==> config.mk <==
export PLATFORM = sky130hd
export DESIGN_NAME = encoder_tuning_frequency_stepper
export DESIGN_NICKNAME = d
export VERILOG_FILES = /design/src/rtl/etfs_pkg.sv /design/src/rtl/encoder_tuning_frequency_stepper.sv
export SDC_FILE = /design/constraint.sdc
export NUM_CORES = 1
export LEC_CHECK = 0
export BUFFER_PORTS_ARGS = -buffer_cell sky130_fd_sc_hd__clkbuf_2
export CORE_MARGIN = 2
export CORE_UTILIZATION = 45
export DETAILED_ROUTE_END_ITERATION = 8
export PLACE_DENSITY = 0.66
export SLEW_MARGIN = 20
export SYNTH_ARGS = -nofsm -noshare
export SYNTH_HDL_FRONTEND = slang
export SYNTH_SLANG_ARGS = --single-unit
==> constraint.sdc <==
create_clock -name clk -period 4.1 [get_ports clk]
set_input_delay 0.205 -clock clk [delete_from_list [all_inputs] [get_ports clk]]
set_output_delay 0.205 -clock clk [all_outputs]
set_load 0.01 [all_outputs]
==> src/rtl/etfs_pkg.sv <==
// Shared constants and types for the encoder tuning frequency stepper.
package etfs_pkg;

  localparam int FreqW = 16;
  localparam int StepW = 10;
  localparam int AddrW = 4;
  localparam int DataW = 32;

  localparam logic [FreqW-1:0] FreqReset = 16'd6400;
  localparam logic [FreqW-1:0] LowReset  = 16'd6400;
  localparam logic [FreqW-1:0] HighReset = 16'd10800;
  localparam logic [StepW-1:0] StepReset = 10'd10;

  // register index, taken from paddr[3:2]
  localparam logic [1:0] RegLowLimit  = 2'd0;
  localparam logic [1:0] RegHighLimit = 2'd1;
  localparam logic [1:0] RegStepSize  = 2'd2;

  typedef struct packed {
    logic [FreqW-1:0] frequency;
    logic             went_up;
  } result_t;

endpackage

==> src/rtl/encoder_tuning_frequency_stepper.sv <==
// Channel      | Handshake             | Payload
// in_          | in_valid / in_stall   | in_action, in_display_busy
// out_         | out_valid / out_stall | out_frequency, out_went_up
// cfg (APB)    | psel/penable/pready   | paddr, pwrite, pwdata, prdata
//
// One item per cycle while in_stall is low; the encoder flag and tuning state update at the accept edge.
// A result is registered into the output register, or into the skid entry behind a stalled output.
// A stalled output register backs up into one skid entry; in_stall is high while it is full.
// rst_n is synchronous: limits, step size and the tuned value return to their defaults.
module encoder_tuning_frequency_stepper
  import etfs_pkg::*;
(
  input  logic             clk,
  input  logic             rst_n,
  input  logic             in_valid,
  output logic             in_stall,
  input  logic             in_action,
  input  logic             in_display_busy,
  output logic             out_valid,
  input  logic             out_stall,
  output logic [FreqW-1:0] out_frequency,
  output logic             out_went_up,
  input  logic             psel,
  input  logic             penable,
  input  logic             pwrite,
  input  logic [AddrW-1:0] paddr,
  input  logic [DataW-1:0] pwdata,
  output logic [DataW-1:0] prdata,
  output logic             pready
);

  logic [FreqW-1:0] low_limit_r;
  logic [FreqW-1:0] high_limit_r;
  logic [StepW-1:0] step_size_r;

  logic [FreqW-1:0] tuned_r, tuned_nxt;
  logic a_exp_r, a_exp_nxt, b_exp_r, b_exp_nxt;
  logic a_fell_r, a_fell_nxt, a_rose_r, a_rose_nxt;
  logic b_fell_r, b_fell_nxt, b_rose_r, b_rose_nxt;

  logic    out_vld_r, skid_vld_r;
  result_t out_r, skid_r, res;
  logic    acc, stepped, res_vld, cfg_wr;
  logic [1:0] reg_idx;

  assign pready  = 1'b1;
  assign reg_idx = paddr[3:2];
  assign cfg_wr  = psel & penable & pwrite;

  always_ff @(posedge clk) begin
    if (!rst_n) begin
      low_limit_r  <= LowReset;
      high_limit_r <= HighReset;
      step_size_r  <= StepReset;
    end else if (cfg_wr) begin
      unique case (reg_idx)
        RegLowLimit:  low_limit_r  <= pwdata[FreqW-1:0];
        RegHighLimit: high_limit_r <= pwdata[FreqW-1:0];
        RegStepSize:  step_size_r  <= pwdata[StepW-1:0];
        default: ;
      endcase
    end
  end

  always_comb begin
    unique case (reg_idx)
      RegLowLimit:  prdata = {{(DataW-FreqW){1'b0}}, low_limit_r};
      RegHighLimit: prdata = {{(DataW-FreqW){1'b0}}, high_limit_r};
      RegStepSize:  prdata = {{(DataW-StepW){1'b0}}, step_size_r};
      default:      prdata = '0;
    endcase
  end

  assign in_stall = skid_vld_r;
  assign acc      = in_valid & ~skid_vld_r;

  always_comb begin
    tuned_nxt  = tuned_r;
    a_exp_nxt  = a_exp_r;
    b_exp_nxt  = b_exp_r;
    a_fell_nxt = a_fell_r;
    a_rose_nxt = a_rose_r;
    b_fell_nxt = b_fell_r;
    b_rose_nxt = b_rose_r;
    stepped    = 1'b0;
    if (!in_action) begin
      if (!a_exp_r) a_fell_nxt = 1'b1;
      else          a_rose_nxt = 1'b1;
      a_exp_nxt = ~a_exp_r;
      if (a_fell_nxt && a_rose_nxt) begin
        a_fell_nxt = 1'b0;
        a_rose_nxt = 1'b0;
        a_exp_nxt  = 1'b0;
        b_exp_nxt  = 1'b0;
        if (b_fell_r) begin
          // b_rose stays as it is on this path
          b_fell_nxt = 1'b0;
          stepped    = 1'b1;
          tuned_nxt  = (tuned_r == low_limit_r) ? high_limit_r
                     : tuned_r - {{(FreqW-StepW){1'b0}}, step_size_r};
        end
      end
    end else begin
      if (!b_exp_r) b_fell_nxt = 1'b1;
      else          b_rose_nxt = 1'b1;
      b_exp_nxt = ~b_exp_r;
      if (b_fell_nxt && b_rose_nxt) begin
        b_fell_nxt = 1'b0;
        b_rose_nxt = 1'b0;
        a_exp_nxt  = 1'b0;
        b_exp_nxt  = 1'b0;
        if (a_fell_r) begin
          a_fell_nxt = 1'b0;
          stepped    = 1'b1;
          tuned_nxt  = (tuned_r == high_limit_r) ? low_limit_r
                     : tuned_r + {{(FreqW-StepW){1'b0}}, step_size_r};
        end
      end
    end
    res.frequency = tuned_nxt;
    res.went_up   = in_action;
  end

  assign res_vld = acc & stepped & ~in_display_busy;

  always_ff @(posedge clk) begin
    if (!rst_n) begin
      tuned_r  <= FreqReset;
      a_exp_r  <= 1'b0;
      b_exp_r  <= 1'b0;
      a_fell_r <= 1'b0;
      a_rose_r <= 1'b0;
      b_fell_r <= 1'b0;
      b_rose_r <= 1'b0;
    end else if (acc) begin
      tuned_r  <= tuned_nxt;
      a_exp_r  <= a_exp_nxt;
      b_exp_r  <= b_exp_nxt;
      a_fell_r <= a_fell_nxt;
      a_rose_r <= a_rose_nxt;
      b_fell_r <= b_fell_nxt;
      b_rose_r <= b_rose_nxt;
    end
  end

  always_ff @(posedge clk) begin
    if (!rst_n) begin
      out_vld_r  <= 1'b0;
      skid_vld_r <= 1'b0;
    end else if (!out_vld_r || !out_stall) begin
      out_vld_r  <= skid_vld_r | res_vld;
      skid_vld_r <= 1'b0;
    end else if (res_vld) begin
      skid_vld_r <= 1'b1;
    end
  end

  always_ff @(posedge clk) begin
    if (!out_vld_r || !out_stall) begin
      out_r <= skid_vld_r ? skid_r : res;
    end else if (res_vld) begin
      skid_r <= res;
    end
  end

  assign out_valid     = out_vld_r;
  assign out_frequency = out_r.frequency;
  assign out_went_up   = out_r.went_up;

`ifndef SYNTHESIS
  a_skid_needs_out: assert property (@(posedge clk) disable iff (!rst_n)
    skid_vld_r |-> out_vld_r)
    else $error("skid entry held with empty output register");

  a_skid_fills: assert property (@(posedge clk) disable iff (!rst_n)
    res_vld && out_vld_r && out_stall |=> skid_vld_r)
    else $error("result behind a stalled output was not kept");

  a_a_expect: assert property (@(posedge clk) disable iff (!rst_n)
    a_exp_r |-> a_fell_r)
    else $error("channel A expects rising without a falling edge seen");

  a_b_expect: assert property (@(posedge clk) disable iff (!rst_n)
    b_exp_r |-> b_fell_r)
    else $error("channel B expects rising without a falling edge seen");

  a_tuned_hold: assert property (@(posedge clk) disable iff (!rst_n)
    !acc |=> $stable(tuned_r))
    else $error("tuned value changed without an accepted item");
`endif

endmodule

==> metrics.txt, run 1 <==
FF-to-FF End out_frequency[2]; CORE AREA 13880 um2; clk_skew 0.005980 ns; initial antenna violation count 0; Hold Path End high_limit_r[13]; initial core utilization 45.95%; worst r2r src tuned_r[6]; Worst VDD drop 0.2271 mV; Die ar. 15140 um2; Relative slew margins 32.43%; WS Path Type reg -> reg; RSZ-0062 raised after global routing false; CTS tree built; share of cells above drive strength 1 14.00%; M1 WL 8717 um; crit-path max FO 17; clk slew on worst S/H paths 0.06 ns; vias 5845; vias in the first global route 5332; hold_sp pwdata[13]; worst-path cell chain xor2_1, nor4_1, nand4_2, mux2_2, a22oi_1, o21ai_1, mux2_2; yosys synthesis warning count 0; Most Frequent Cell on Critical Path mux2_2; WL/cell 19.45 um; final setup TNS 0 ns; Max Used Layer met4; Mapped Avg Cell Area 8.273 um2; fin nets 876; Hold Path Class in -> reg; Post-Synth XOR/XNOR Area 5.355%; critical path launch point type flop; Vias/cell 5.880; Pleak 0.003017 uW; synth top area cells dfxtp_1 20%, edfxtp_1 16%, nand2_1 7.4%, a21oi_1 5.1%, mux2i_1 4.6%; total track usage 25.89%; antenna fix cells 0; Mapped Area 6379 um2; DIE WIDTH 123.1 um; worst path bufs/invs 0; Synth Area in Simple Gates 21.24%; #FFs+latches synth 98; Worst EP required 4.20 ns; mux cell area share after synthesis 6.316%; final worst path period need 3.183 ns; # hold bufs at CTS 0; PD cells 319.4 nW/um2; met2 WL 8619 um; Post-CTS Setup Bufs 0; most frequent cell after synthesis nand2_1; chip height 123.1 um; final slew viol count 0; largest family of logic cells by synthesized area simple AND/OR/NAND/NOR gates; drt drc 0; # setup viols final 0; router iterations before antenna repair 6; fmax 0.3142 GHz; H-tree levels 3; met3 wire len 1530 um; CTS Root Cell clkbuf_16; post-cts resize count 0; Worst Max-Slew Pin Slew 1.006 ns; Worst Path Arrival 3.28 ns; Stages on worst setup path 7; Async S/R FF share, synth 0%; Compound-Gate Fraction of Synth Area 19.26%; largest net degree at the start of global routing 32; CP max stage delay 0.62 ns; area grow syn2layout 10.55%; R2R setup slack 0.92 ns; WHS 0.09178 ns; critical path's slowest cell nand4_2; most frequent cells after synthesis 125 x nand2_1, 65 x a21oi_1, 64 x dfxtp_1; top cell type's share of synthesized area 20.09%; family with the most delay on the worst path simple AND/OR/NAND/NOR gates; global placer's final weighted congestion 0.9853; CP Capture Type flop; input/output buffers 61; Final Hold Fails 0; final worst-path cycle share 77.63%; number of synthesized flops with an enable pin 34; Synth Area in Adders 4.551%; Reg2Reg Depth 7; post-synthesis sequential area ratio 36.09%; Yosys top cell by area dfxtp_1; first-pass GRT wire length 29680 um; Yosys cell types 71; Num Clock Sinks 98; final wirelength 19330 um; antenna viol nets, final 0; crit path from tuned_r[6]; Rows 43; status finished, final reports clean; CTS buffer count 9; total grt overflow 0; Hold Crit Depth 3; ys flop type dfxtp_1; post-detail-place hpwl 14290 um; IO Pins 97; max-cap violations 0; 1st-iter DRT viols 680; Synth Instances 771; latest clock arrival within the worst-skew pair 0.35 ns; Max Root-Sink Buffers 2
-- worst max path at each step --
stage / end / slack, ns
global placement: out_frequency[2] / 1.09
finish: out_frequency[2] / 0.92
detailed placement: out_frequency[2] / 1.08
floorplan: skid_r[0] / 0.81
global route: out_frequency[11] / 0.83
CTS: out_frequency[2] / 1.04
-- worst reg2reg max path: stages (launching register included) --
cell and delay [ns]:
dfxtp_1 0.50, xor2_1 0.12, nor4_1 0.61, nand4_2 0.63, mux2_2 0.47, a22oi_1 0.13, o21ai_1 0.18, mux2_2 0.31
-- metal layers --
metal | up-vias | GRT usage, %
met4 | 0 | 9.304
met3 | 35 | 4.244
met5 | - | 0
met1 | 2745 | 36.64
met2 | 276 | 39.88
li1 | 2789 | -
-- flip-flops by register name (all words and copies together) (netlist names) --
signal	count
skid_r	17
high_limit_r	16
low_limit_r	16
out_frequency	16
tuned_r	16
step_size_r	10
a_exp_r	1
a_rose_r	1
b_exp_r	1
b_rose_r	1
in_stall	1
out_valid	1
out_went_up	1
-- per-stage QoR --
stage	instances	area, um2	util, %	total power (uW)	worst slack [ns]
after floorplan	786	6435	-	1286	0.8138
after global placement	978	6738	48.54	1367	1.092
after detailed placement	978	6738	48.54	1373	1.075
after CTS	994	7052	50.80	2259	1.044
after global routing	994	7052	50.80	2335	0.8336
final	994	7052	50.80	2252	0.9173
-- cell families after synthesis --
logic type	count (synthesis)
AND/OR/NAND/NOR	286
multiplexers	39
XOR/XNOR	39
other	2
adder cells (fa/ha/maj)	22
buffers and inverters	92
flip-flops	98
AO/OA/AOI/OAI	193
-- cells in the final DEF (no fill, tap or decap), drive strengths merged, types with 3 or more instances in the layout --
master	n
o211ai	4
nor2	43
a31o	3
mux2	10
xnor2	6
conb	17
a31oi	6
o31a	4
nand2	125
nand3	36
a211oi	5
buf	14
or3	7
o21ba	3
a21o	5
nor3b	3
nand2b	7
o21ai	45
ha	20
o31ai	10
xor2	33
nor2b	8
nor3	19
edfxtp	34
mux2i	29
dfxtp	64
o32a	3
o21a	12
nor4	12
and2	3
and3	7
inv	31
a32oi	3
clkbuf	74
a21oi	65
o221ai	3
nand4	6
-- report_power, final --
| group | internal, uW | switching (uW) |
|---|---|---|
| clock | 528 | 365 |
| combinational | 110 | 199 |
| sequential | 1030 | 23.8 |
-- final cells by class --
| class | instances | area (um2) |
|---|---|---|
| sequential | 98 | 2302 |
| inverter | 29 | 108.9 |
| timing repair buffer | 75 | 410.4 |
| tap | 180 | 225.2 |
| multi-input combinational | 596 | 3691 |
| fill | 1346 | 6829 |
| clock inverter | 3 | 42.54 |
| clock buffer | 13 | 271.5 |
Note: power is estimated with default switching activity, not from simulation.
==> inputs of run 2 (changes only) <==
--- a/config.mk
+++ b/config.mk
@@ -9,7 +9,7 @@
 export CORE_MARGIN = 2
 export CORE_UTILIZATION = 45
 export DETAILED_ROUTE_END_ITERATION = 8
-export PLACE_DENSITY = 0.66
+export PLACE_DENSITY = 0.68
 export SLEW_MARGIN = 20
 export SYNTH_ARGS = -nofsm -noshare
 export SYNTH_HDL_FRONTEND = slang
==> constraint.sdc (replaced) <==
create_clock -name clk -period 2.7 [get_ports clk]
set_input_delay 0.135 -clock clk [delete_from_list [all_inputs] [get_ports clk]]
set_output_delay 0.135 -clock clk [all_outputs]
set_load 0.01 [all_outputs]
==> metrics.txt, run 2 (synthesis gave the netlist of run 1 again) <==
antenna viol nets, final 0 (unchanged); Final Hold Fails 0 (unchanged); Pleak 0.003371 uW (+12%); # setup viols final 0 (unchanged); Hold Crit Depth 3 (unchanged); CP max stage delay 0.36 ns (-0.26 ns); chip height 123.1 um (unchanged); clk slew on worst S/H paths 0.07 ns (about the same); WL/cell 18.35 um (-5.7%); drt drc 0 (unchanged); Worst VDD drop 0.3969 mV (+75%); final worst-path cycle share 97.32% (+20 points); RSZ-0062 raised after global routing true; worst-path cell chain ha_2, fa_2, nor2b_2, o311a_1, o31a_1, nor3_2, o21ai_2, and3_4, mux2_2; CTS tree built; worst r2r src tuned_r[0]; WHS 0.006635 ns (-0.08514 ns); Hold Path End low_limit_r[11]; post-detail-place hpwl 14750 um (+3.2%); Worst Path Arrival 2.74 ns (-0.54 ns); input/output buffers 61 (unchanged); fin nets 949 (+8.3%); Placement Setup Slack -0.08881 ns (-1.164 ns); Worst Max-Slew Pin Slew 0.7438 ns (-0.2620 ns); Reg2Reg Depth 9 (+2); Hold Path Class in -> reg; total grt overflow 0 (unchanged); final core occ 55.54% (+4.7 points); final wirelength 19580 um (+1.3%); area grow syn2layout 20.87%; status finished, final reports clean; max-cap violations 0 (unchanged); Die ar. 15140 um2 (unchanged); router iterations before antenna repair 6 (unchanged); Vias/cell 5.771 (-1.9%); fmax 0.3806 GHz (+21%); antenna fix cells 0 (unchanged); # hold bufs at CTS 0 (unchanged); largest net degree at the start of global routing 25 (-22%); most common cell after layout, fill and taps aside nand2_1; CTS Root Cell clkbuf_16; initial core utilization 45.95% (unchanged); Largest register FFs 17 (unchanged); CORE AREA 13880 um2 (unchanged); vias in the first global route 5562 (+4.3%); WS Path Type reg -> reg; global placer's final weighted congestion 0.9803 (-0.51%); latest clock arrival within the worst-skew pair 0.36 ns (about the same); CP Capture Type flop; CTS buffer count 9 (unchanged); Biggest register skid_r; Worst EP required 2.81 ns (-1.39 ns); final worst path period need 2.628 ns (-0.5550 ns); critical path launch point type flop; DIE WIDTH 123.1 um (unchanged); 1st-iter DRT viols 547 (-20%); H-tree levels 3 (unchanged); first-pass GRT wire length 30280 um (+2.0%); FF-to-FF End out_frequency[6]; IO Pins 97 (unchanged); clk_skew 0.01032 ns (+0.004339 ns); final slew viol count 0 (unchanged); Num Clock Sinks 98 (unchanged); critical path's slowest cell dfxtp_4; initial antenna violation count 0 (unchanged); worst setup margin 0.07228 ns (-0.8450 ns); Final Instance Area 7710 um2 (+9.3%); vias 6158 (+5.4%); Max Root-Sink Buffers 2 (unchanged); PD cells 436.5 nW/um2 (+37%); most frequent cells in the layout 125 x nand2_1, 85 x buf_4, 64 x a21oi_1, 61 x dfxtp_1, 61 x clkbuf_2; Filler Cells Inserted 1307 (-2.9%); Rows 43 (unchanged); total track usage 26.35% (+0.46 points); hold_sp pwdata[11]; Tot Pwr 3366 uW (+49%); share of cells above drive strength 1 24.01% (+10 points); crit-path max FO 4 (-13); placed inst area 7287 um2 (+8.2%); R2R setup slack 0.07 ns (-0.85 ns); Relative slew margins 49.89% (+17 points)
-- run 2: changes by cell type in the layout (fill, tap and decap cells not counted), sizes merged --
cell	delta
buf	+73
bufinv	-1
clkbuf	+1
clkinv	+1
inv	-1
-- run 2: layout make-up --
cell class / instances / area [um2] / share of cell area [%]
sequential: 98 / 2308 / 29.94
multi-input combinational: 596 / 3817 / 49.51
tap: 180 / 225.2 / 2.921
timing repair buffer: 148 / 974.7 / 12.64
inverter: 29 / 108.9 / 1.412
clock inverter: 2 / 11.26 / 0.1461
clock buffer: 14 / 264.0 / 3.424
-- run 2: how the worst max path moves through the flow --
| stage | endpoint | cells after the start | slack [ns] | startpoint |
|---|---|---|---|---|
| floorplan | skid_r[0] | 5 | 0.12 | a_exp_r |
| global placement | out_frequency[6] | 9 | -0.04 | tuned_r[0] |
| detailed placement | out_frequency[6] | 10 | -0.09 | tuned_r[0] |
| CTS | out_frequency[15] | 8 | 0.003 | step_size_r[3] |
| global route | out_frequency[15] | 9 | -0.05 | step_size_r[1] |
| finish | out_frequency[6] | 9 | 0.07 | tuned_r[0] |
-- run 2: routing by layer --
layer  track usage [%]  part of all wire [%]
met5                 0                     0
met4             10.30                   3.1
met3             5.996                   9.8
met2             38.19                    42
met1             37.93                    45
-- run 2: repair_timing --
item | CTS | global route
pin swaps | 0 | 9
buffers inserted | 0 | 2
endpoints found under the setup margin | 7 | 19
gates resized for setup | 5 | 29
-- run 2: through the flow --
step,cells,TNS [ns]
2_1_floorplan,786,0
3_3_place_gp,1048,-0.05473
3_5_place_dp,1048,-0.1965
4_1_cts,1064,0
5_1_grt,1067,-0.1225
6_report,1067,0
-- run 2: power breakdown --
| part | internal [uW] | switching [uW] |
|---|---|---|
| logic | 230 | 327 |
| clock network | 675 | 545 |
| registers | 1560 | 31.0 |
| total | 2460 | 904 |
-- run 2: worst max-delay path: cells and delay by family (launching register included) --
| kind | cells | cell delay [ns] |
|---|---|---|
| AOI/OAI and AO/OA | 3 | 0.65 |
| and+or+nand+nor | 3 | 0.56 |
| muxes | 1 | 0.25 |
| adders and majority gates | 2 | 0.55 |
| DFF | 1 | 0.36 |
